**config.mk**
```make
export PLATFORM = sky130hd
export DESIGN_NAME = pse_ctrl
export DESIGN_NICKNAME = d
export VERILOG_FILES = /design/src/sv/pse_pkg.sv /design/src/sv/pse_ctrl.sv
export SDC_FILE = /design/constraint.sdc
export NUM_CORES = 1
export LEC_CHECK = 0
export BUFFER_PORTS_ARGS = -buffer_cell sky130_fd_sc_hd__buf_2
export CAP_MARGIN = 5
export CORE_ASPECT_RATIO = 0.5
export CORE_MARGIN = 2
export CORE_UTILIZATION = 48
export CTS_BUF_LIST = sky130_fd_sc_hd__clkbuf_16
export CTS_CLUSTER_SIZE = 14
export DETAILED_ROUTE_END_ITERATION = 10
export PLACE_DENSITY_LB_ADDON = 0.15
export SYNTH_ARGS = -nofsm -noshare
export SYNTH_HDL_FRONTEND = slang
export SYNTH_SLANG_ARGS = --single-unit
```
**constraint.sdc**
```tcl
create_clock -name clk -period 2.01 [get_ports clk]
set_clock_uncertainty 0.15 [all_clocks]
set_input_delay 0.3015 -clock clk [delete_from_list [all_inputs] [get_ports clk]]
set_output_delay 0.3015 -clock clk [all_outputs]
set_load 0.005 [all_outputs]
```
**src/sv/pse_pkg.sv**
```systemverilog
`default_nettype none
package pse_pkg;

    localparam int STACK_DEPTH_DEF = 128;

    localparam logic [2:0] KIND_OPERAND = 3'd0;
    localparam logic [2:0] KIND_ADD     = 3'd1;
    localparam logic [2:0] KIND_SUB     = 3'd2;
    localparam logic [2:0] KIND_MUL     = 3'd3;
    localparam logic [2:0] KIND_DIV     = 3'd4;
    localparam logic [2:0] KIND_FACT    = 3'd5;

    localparam logic [1:0] ST_OK       = 2'd0;
    localparam logic [1:0] ST_DIV0     = 2'd1;
    localparam logic [1:0] ST_NEGFACT  = 2'd2;
    localparam logic [1:0] ST_OVERFLOW = 2'd3;

    // datapath operations
    localparam logic [2:0] OP_NONE  = 3'd0;
    localparam logic [2:0] OP_LOADB = 3'd1;
    localparam logic [2:0] OP_LOADA = 3'd2;
    localparam logic [2:0] OP_ARITH = 3'd3;
    localparam logic [2:0] OP_STEP  = 3'd4;

    typedef struct packed {
        logic [2:0] op;
        logic       div_start;
        logic       fact_init;
        logic       a_clear;
    } dp_cmd_t;

    typedef struct packed {
        logic step_done;
        logic b_zero;
        logic a_neg;
    } dp_sts_t;

endpackage
`default_nettype wire

```
**src/sv/pse_ctrl.sv**
```systemverilog
`default_nettype none
// token sequencer: stack pointer, halt and error state, handshakes
module pse_ctrl #(
    parameter int STACK_DEPTH = pse_pkg::STACK_DEPTH_DEF,
    parameter int CW = $clog2(STACK_DEPTH + 1)
) (
    input  wire logic             clk,
    input  wire logic             rst_n,
    input  wire logic             in_valid,
    output logic                  in_ready,
    input  wire logic [2:0]       req_type,
    input  wire logic             last_token,
    output logic                  out_valid,
    input  wire logic             out_ready,
    output logic [1:0]            status,
    output logic                  zero_result,
    output logic [CW-1:0]         rd_idx,
    output logic                  wr_en,
    output logic [CW-1:0]         wr_idx,
    output logic                  wr_sel_token,
    output logic [2:0]            kind,
    output pse_pkg::dp_cmd_t      cmd,
    input  wire pse_pkg::dp_sts_t sts
);
    localparam logic [3:0] S_IDLE  = 4'd0;
    localparam logic [3:0] S_RDB   = 4'd1;
    localparam logic [3:0] S_RDA   = 4'd2;
    localparam logic [3:0] S_LATA  = 4'd3;
    localparam logic [3:0] S_EXEC  = 4'd4;
    localparam logic [3:0] S_STEP  = 4'd5;
    localparam logic [3:0] S_PUSH  = 4'd6;
    localparam logic [3:0] S_FIN   = 4'd7;
    localparam logic [3:0] S_FINRD = 4'd8;
    localparam logic [3:0] S_OUT   = 4'd9;

    logic [3:0]    state_reg, state_next;
    logic [CW-1:0] cnt_reg, cnt_next;
    logic          halt_reg, halt_next;
    logic [1:0]    err_reg, err_next;
    logic [2:0]    kind_reg, kind_next;
    logic          last_reg, last_next;
    logic          zero_reg, zero_next;
    logic          unary;

    assign in_ready  = (state_reg == S_IDLE);
    assign out_valid = (state_reg == S_OUT);
    assign status    = err_reg;
    assign zero_result = zero_reg;
    assign kind      = kind_reg;
    assign unary     = (kind_reg == pse_pkg::KIND_FACT);

    always_comb
    begin
        state_next = state_reg;
        cnt_next   = cnt_reg;
        halt_next  = halt_reg;
        err_next   = err_reg;
        kind_next  = kind_reg;
        last_next  = last_reg;
        zero_next  = zero_reg;
        rd_idx     = cnt_reg - CW'(1);
        wr_en      = 1'b0;
        wr_idx     = cnt_reg;
        wr_sel_token = 1'b0;
        cmd        = '0;
        case (state_reg)
            S_IDLE:
            begin
                if (in_valid)
                begin
                    kind_next = req_type;
                    last_next = last_token;
                    state_next = S_FIN;
                    if (!halt_reg)
                    begin
                        if (req_type == pse_pkg::KIND_OPERAND)
                        begin
                            if (cnt_reg == CW'(STACK_DEPTH))
                            begin
                                halt_next = 1'b1;
                                err_next  = pse_pkg::ST_OVERFLOW;
                            end
                            else
                            begin
                                wr_en = 1'b1;
                                wr_sel_token = 1'b1;
                                cnt_next = cnt_reg + CW'(1);
                            end
                        end
                        else if (cnt_reg == '0)
                            halt_next = 1'b1;
                        else if (req_type <= pse_pkg::KIND_FACT)
                            state_next = S_RDB;
                    end
                    if (state_next == S_FIN && !last_token)
                        state_next = S_IDLE;
                end
            end
            // top entry is read again here; pop it from the count
            S_RDB:
            begin
                cnt_next = cnt_reg - CW'(1);
                state_next = unary ? S_LATA : S_RDA;
            end
            S_RDA:
            begin
                cmd.op = pse_pkg::OP_LOADB;
                // one entry only: the left operand is zero
                if (cnt_reg == '0)
                begin
                    cmd.a_clear = 1'b1;
                    state_next = S_EXEC;
                end
                else
                begin
                    cnt_next = cnt_reg - CW'(1);
                    state_next = S_LATA;
                end
            end
            S_LATA:
            begin
                cmd.op = pse_pkg::OP_LOADA;
                state_next = S_EXEC;
            end
            S_EXEC:
            begin
                state_next = S_PUSH;
                case (kind_reg)
                    pse_pkg::KIND_DIV:
                    begin
                        if (sts.b_zero)
                        begin
                            halt_next = 1'b1;
                            err_next = pse_pkg::ST_DIV0;
                            state_next = S_FIN;
                        end
                        else
                        begin
                            cmd.div_start = 1'b1;
                            state_next = S_STEP;
                        end
                    end
                    pse_pkg::KIND_FACT:
                    begin
                        if (sts.a_neg)
                        begin
                            halt_next = 1'b1;
                            err_next = pse_pkg::ST_NEGFACT;
                            state_next = S_FIN;
                        end
                        else
                        begin
                            cmd.fact_init = 1'b1;
                            state_next = S_STEP;
                        end
                    end
                    default: cmd.op = pse_pkg::OP_ARITH;
                endcase
            end
            S_STEP:
            begin
                cmd.op = pse_pkg::OP_STEP;
                if (sts.step_done)
                    state_next = S_PUSH;
            end
            S_PUSH:
            begin
                wr_en = 1'b1;
                cnt_next = cnt_reg + CW'(1);
                state_next = S_FIN;
            end
            S_FIN:
            begin
                zero_next = 1'b1;
                if (!last_reg)
                    state_next = S_IDLE;
                else if (cnt_reg != '0 && err_reg == pse_pkg::ST_OK)
                begin
                    zero_next = 1'b0;
                    state_next = S_FINRD;
                end
                else
                    state_next = S_OUT;
            end
            S_FINRD: state_next = S_OUT;
            S_OUT:
            begin
                if (out_ready)
                begin
                    cnt_next = '0;
                    halt_next = 1'b0;
                    err_next = pse_pkg::ST_OK;
                    state_next = S_IDLE;
                end
            end
            default: state_next = S_IDLE;
        endcase
    end

    always_ff @(posedge clk or negedge rst_n)
    begin
        if (!rst_n)
        begin
            state_reg <= S_IDLE;
            cnt_reg   <= '0;
            halt_reg  <= 1'b0;
            err_reg   <= pse_pkg::ST_OK;
            kind_reg  <= pse_pkg::KIND_OPERAND;
            last_reg  <= 1'b0;
            zero_reg  <= 1'b1;
        end
        else
        begin
            state_reg <= state_next;
            cnt_reg   <= cnt_next;
            halt_reg  <= halt_next;
            err_reg   <= err_next;
            kind_reg  <= kind_next;
            last_reg  <= last_next;
            zero_reg  <= zero_next;
        end
    end

`ifndef ASSERT_OFF
    a_cnt_range: assert property (@(posedge clk) disable iff (!rst_n)
        cnt_reg <= CW'(STACK_DEPTH))
        else $error("stack count beyond depth");
    a_err_halts: assert property (@(posedge clk) disable iff (!rst_n)
        err_reg != pse_pkg::ST_OK |-> halt_reg)
        else $error("error without halt");
    a_out_clear: assert property (@(posedge clk) disable iff (!rst_n)
        out_valid && out_ready |=> cnt_reg == '0 && !halt_reg)
        else $error("no clear after result");
    a_err_zero: assert property (@(posedge clk) disable iff (!rst_n)
        out_valid && err_reg != pse_pkg::ST_OK |-> zero_reg)
        else $error("error result not zeroed");
`endif
endmodule
`default_nettype wire

```
After elaboration in Yosys (flattened, before gate mapping)
Index checks and enable logic that the tools add are counted.
Widths: inputs -> output; s select.
{"block": "word_totals", "regBits": 20, "input_bits": 11, "latch_bits": 0, "output_inout_bits": 32, "mem_count": 0, "wordCells": 110, "ram_bits": 0, "rom_bits": 0}
{"block": "classes", "muxes": 60, "n_bitwise": 0, "n_lt_le_gt_ge": 1, "reduce_logical": 16, "n_shift": 0, "n_div": 0, "add_sub_neg": 2, "n_eq_ne": 24, "multipliers": 0}
{"op": "$mux 8", "count": 6}
{"op": "$pmux 4 s10", "count": 1}
{"op": "$pmux 8 s5", "count": 1}
{"op": "$mux 4", "count": 7}
{"op": "$mux 1", "count": 22}
{"op": "$mux 2", "count": 11}
{"op": "$eq 4x3->1 const B", "count": 5}
{"op": "$mux 3", "count": 5}
{"op": "$pmux 3 s4", "count": 1}
{"op": "$ne 2x2->1 const B", "count": 5}
{"op": "$reduce_and 9->1", "count": 1}
{"op": "$add 8x1->8 const B", "count": 1}
{"op": "$eq 4x2->1 const B", "count": 2}
{"op": "$eq 4x4->1 const B", "count": 2}
{"op": "$eq 8x8->1 const B", "count": 1}
{"op": "$logic_not 8->1", "count": 1}
{"op": "$pmux 4 s2", "count": 1}
{"op": "$reduce_bool 8->1", "count": 1}
{"op": "$sub 8x1->8 const B", "count": 1}
{"op": "$reduce_and 7->1", "count": 1}
{"op": "$eq 3x3->1 const B", "count": 2}
{"op": "$ne 2x1->1 const B", "count": 3}
{"op": "$ne 3x3->1 const B", "count": 2}
{"op": "$pmux 2 s3", "count": 1}
{"op": "17 further kinds", "count": 19}

Logic depth before layout (Yosys ltp)
{"block": "logic_depth", "ltp_word": 12, "mapped_depth": 8, "depth_no_buf": 7}

Worst setup path before layout
No wires, ideal clock.
{"block": "synth_path", "kind": "register to register", "from": "register cnt_reg[0], in the netlist wr_idx[0]", "to": "register err_reg[1], in the netlist status[1]", "arrival_ns": 2.014, "period_less_slack_ns": 2.292, "setup_time_ns": 0.128, "required_ns": 1.732, "path_stages_with_launch": 8, "path_buffers": 0, "slack_ns": -0.282, "path_cell_list": "dfrtp_1 inv_1 ha_1 or3b_1 nor2_1 nand3_1 a21oi_1 mux2_1"}
{"block": "synth_between", "elab_chain_len": 3}
{"element": "start: declaration", "line_no": "pse_ctrl.sv:37", "source": "logic [CW-1:0] cnt_reg, cnt_next;"}
{"element": "start signal: assignment", "line_no": "pse_ctrl.sv:215", "source": "cnt_reg <= cnt_next;"}
{"element": "$eq 8x8->1", "line_no": "pse_ctrl.sv:78", "source": "if (cnt_reg == CW'(STACK_DEPTH))"}
{"element": "$ne 2x1->1 (no line)"}
{"element": "$reduce_and 9->1 (no line)"}
{"element": "end signal: assignment", "line_no": "pse_ctrl.sv:207", "source": "err_reg <= pse_pkg::ST_OK;"}
{"element": "end signal: assignment", "line_no": "pse_ctrl.sv:217", "source": "err_reg <= err_next;"}
{"element": "end: declaration", "line_no": "pse_ctrl.sv:39", "source": "logic [1:0] err_reg, err_next;"}
No other way between the ends.
A chain may end at the register's enable or synchronous reset.

Worst setup path after layout
{"block": "layout_path", "from": "register cnt_reg[1], in the netlist wr_idx[1]", "to": "register err_reg[0], in the netlist status[0]"}
The elaborated chain is that of the path after synthesis.

==> flow_metrics.tcl <==
set metrics [dict create \
    clockRootBuffer "clkbuf_16" \
    syn_area_um2 1730 \
    synth_area_per_cell_um2 8.22 \
    setup_viol 23 \
    synth_cells 210 \
    grt_pass1_wl_um 9950 \
    grt.busiest_layer "met2" \
    worst-path-max-fanout 2 \
    met3_usage_pct 9.86 \
    die_area_um2 4120 \
    drt-initial-drc-count 245 \
    mostFrequentLayoutCell "buf_4" \
    use_met2_pct 50.9 \
    cts_inserted_buffers 3 \
    final-hold-violation-count 0 \
    rr_endpoint "status[0]" \
    synth_seq_cells 20 \
    reg2reg_slack_ns -0.31 \
    leakage_nw 1.35 \
    worstRegToRegCells 10 \
    drive_gt1_share_pct 58.2 \
    dp_hpwl_um 3900 \
    worstHoldEndpoint "halt_reg" \
    drtPass1Iterations 5 \
    final-max-slew-violation-count 0 \
    grt_start_max_net_pins 21 \
    overflow 0 \
    fin_nets 332 \
    layout_common_cells "58 x buf_4, 39 x buf_2, 22 x buf_6" \
    status "complete, but fails checks" \
    drv_cap 0 \
    worst_pin_slew_ns 0.533 \
    num-fill-cells 161 \
    path_clk_slew_ns 0.06 \
    ios 43 \
    placementRows 15 \
    holdPathStages 2 \
    grt_pass1_vias 2043 \
    ir_worst_vdd_v 0.00101 \
    use_met1_pct 41.4 \
    io_buffers 42 \
    setup_slack_ns -0.314 \
    hold_ws_ns 0.116 \
    min_period_over_period_pct 116 \
    synth_flop_cell "dfrtp_1" \
    synth_edf_count 0 \
    routed_wl_um 8170 \
    multi_input_area_um2 1400 \
    antenna_found_initial 0 \
    yosysUniqueCellTypes 60 \
    place_congestion 0.961 \
    cp-end-kind "flip-flop" \
    worst-endpoint-required_ns 2.02 \
    hold_class "primary input to flip-flop" \
    initial_core_util_pct 50.2 \
    fp.dieH_um 46.4 \
    period_needed_ns 2.32 \
    maxSlewHeadroom_pct 64.5 \
    htree_num_levels 1 \
    placed_cells 328 \
    regArea_um2 509 \
    area_growth_pct 72.9 \
    layoutNonFillerInstCount 369 \
    track_usage_pct 32.5 \
    detail-route-antenna-nets 0 \
    yosysSeqAreaShare_pct 29.1 \
    clock_path_buffers 2 \
    wl_per_cell_um 22.1 \
    rsz0062_at_grt "yes" \
    clock_latency_ns 0.26 \
    drcViolationCount 0 \
    yosysWarnings 0 \
    via_count 2432 \
    violations "setup timing" \
    synth_nets 223 \
    timing.rr.start "wr_idx[1]" \
    startpoint "wr_idx[1]" \
    cp-start-kind "flip-flop" \
    path_class "flip-flop to flip-flop" \
    fmax_mhz 430 \
    dieWidth_um 88.8 \
    cts.sinks 20 \
    min-delay-start "out_ready" \
    arrival_ns 2.33 \
    viasPerCell 6.59 \
    core_region_area_um2 3430 \
    cts_tree "done" \
    async_reset_ff_share_pct 100 \
    largest_reg_flops 8 \
    antenna_cells 0 \
    power_per_cell_area_nw_per_um2 1820 \
]
-- power by group --
part / internal (mW) / switching, mW / total (mW)
sequential: 0.594 / 0.263 / 0.857
clock: 0.267 / 0.181 / 0.447
combinational: 1.94 / 2.18 / 4.12
total: 2.80 / 2.62 / 5.42
-- kinds of logic (layout without fill, tap and decap cells) --
kind of cell	Yosys count	in the layout	share of synthesized area, %
muxes	8	8	5.00
DFF	20	20	29.1
AOI/OAI and AO/OA	65	65	27.3
xor gates and xnor gates	7	7	3.55
and+or+nand+nor	83	83	27.1
adders and majority gates	2	2	1.45
buffers and inverters	25	133	6.53
-- area by class of cell --
class,count,share of cell area (%)
multi-input combinational,165,47.0
timing repair buffer,120,29.8
sequential,20,17.1
clock buffer,3,2.52
tap,51,2.14
inverter,9,1.34
clock inverter,1,0.126
-- metrics by stage --
stage	TNS [ns]	instance area (µm²)	setup WS, ns	power [mW]	utilization, %
2_1_floorplan	-0.287	1760	-0.0604	2.51	-
6_report	-3.75	2980	-0.314	5.42	86.8
3_3_place_gp	-0.121	2260	-0.0532	3.48	65.9
5_1_grt	-4.66	2980	-0.348	5.63	86.8
3_5_place_dp	-0.184	2260	-0.0636	3.53	65.9
4_1_cts	-1.56	2720	-0.267	4.60	79.1
-- critical path, cell delays in order, from the launching register on --
cell and delay [ns]:
dfrtp_1 0.40, inv_2 0.08, ha_4 0.13, or3b_4 0.41, nor2_4 0.14, buf_4 0.12
buf_4 0.09, nand3_1 0.09, a21oi_2 0.19, buf_4 0.14, mux2i_1 0.27
-- cells in the mapped netlist, drive strengths merged (3+ instances only) --
cell | number | area [µm²]
a211oi | 3 | 22.5
o31ai | 6 | 55.1
o211ai | 3 | 36.3
or3 | 4 | 25.0
o21ai | 16 | 91.3
clkbuf | 11 | 41.3
o32ai | 3 | 26.3
a21oi | 13 | 68.8
o22ai | 3 | 18.8
nor3 | 7 | 46.3
xnor2 | 3 | 26.3
nand3 | 9 | 50.1
nand2 | 19 | 71.3
nor4 | 4 | 40.0
nor2 | 16 | 60.1
a31oi | 3 | 18.8
buf | 5 | 37.5
xor2 | 4 | 35.0
dfrtp | 19 | 475
nand2b | 6 | 40.0
mux2 | 5 | 56.3
inv | 9 | 33.8
mux2i | 3 | 30.0
a22oi | 3 | 22.5
and2 | 3 | 18.8
-- routing by layer --
metal,share of wire [%],vias to the layer above,routed length (µm)
met5,0,-,0
met4,5.6,0,454
met3,12,64,1010
met2,43,257,3540
li1,-,994,-
met1,39,1117,3160
-- how the worst max path moves through the flow --
stage,to,depth (start not counted)
floorplan,status[1],7
global placement,wr_en,6
detailed placement,wr_idx[2],7
CTS,wr_en,7
global route,status[0],10
finish,status[0],10
-- repair_timing --
action,in CTS,in global routing
gates resized for setup,45,37
hold buffers,1,0
buffers inserted,22,16
pin swaps,14,17
endpoints found under the hold margin,19,0
setup endpoints to repair,16,27
(Power assumes the default switching activity.)
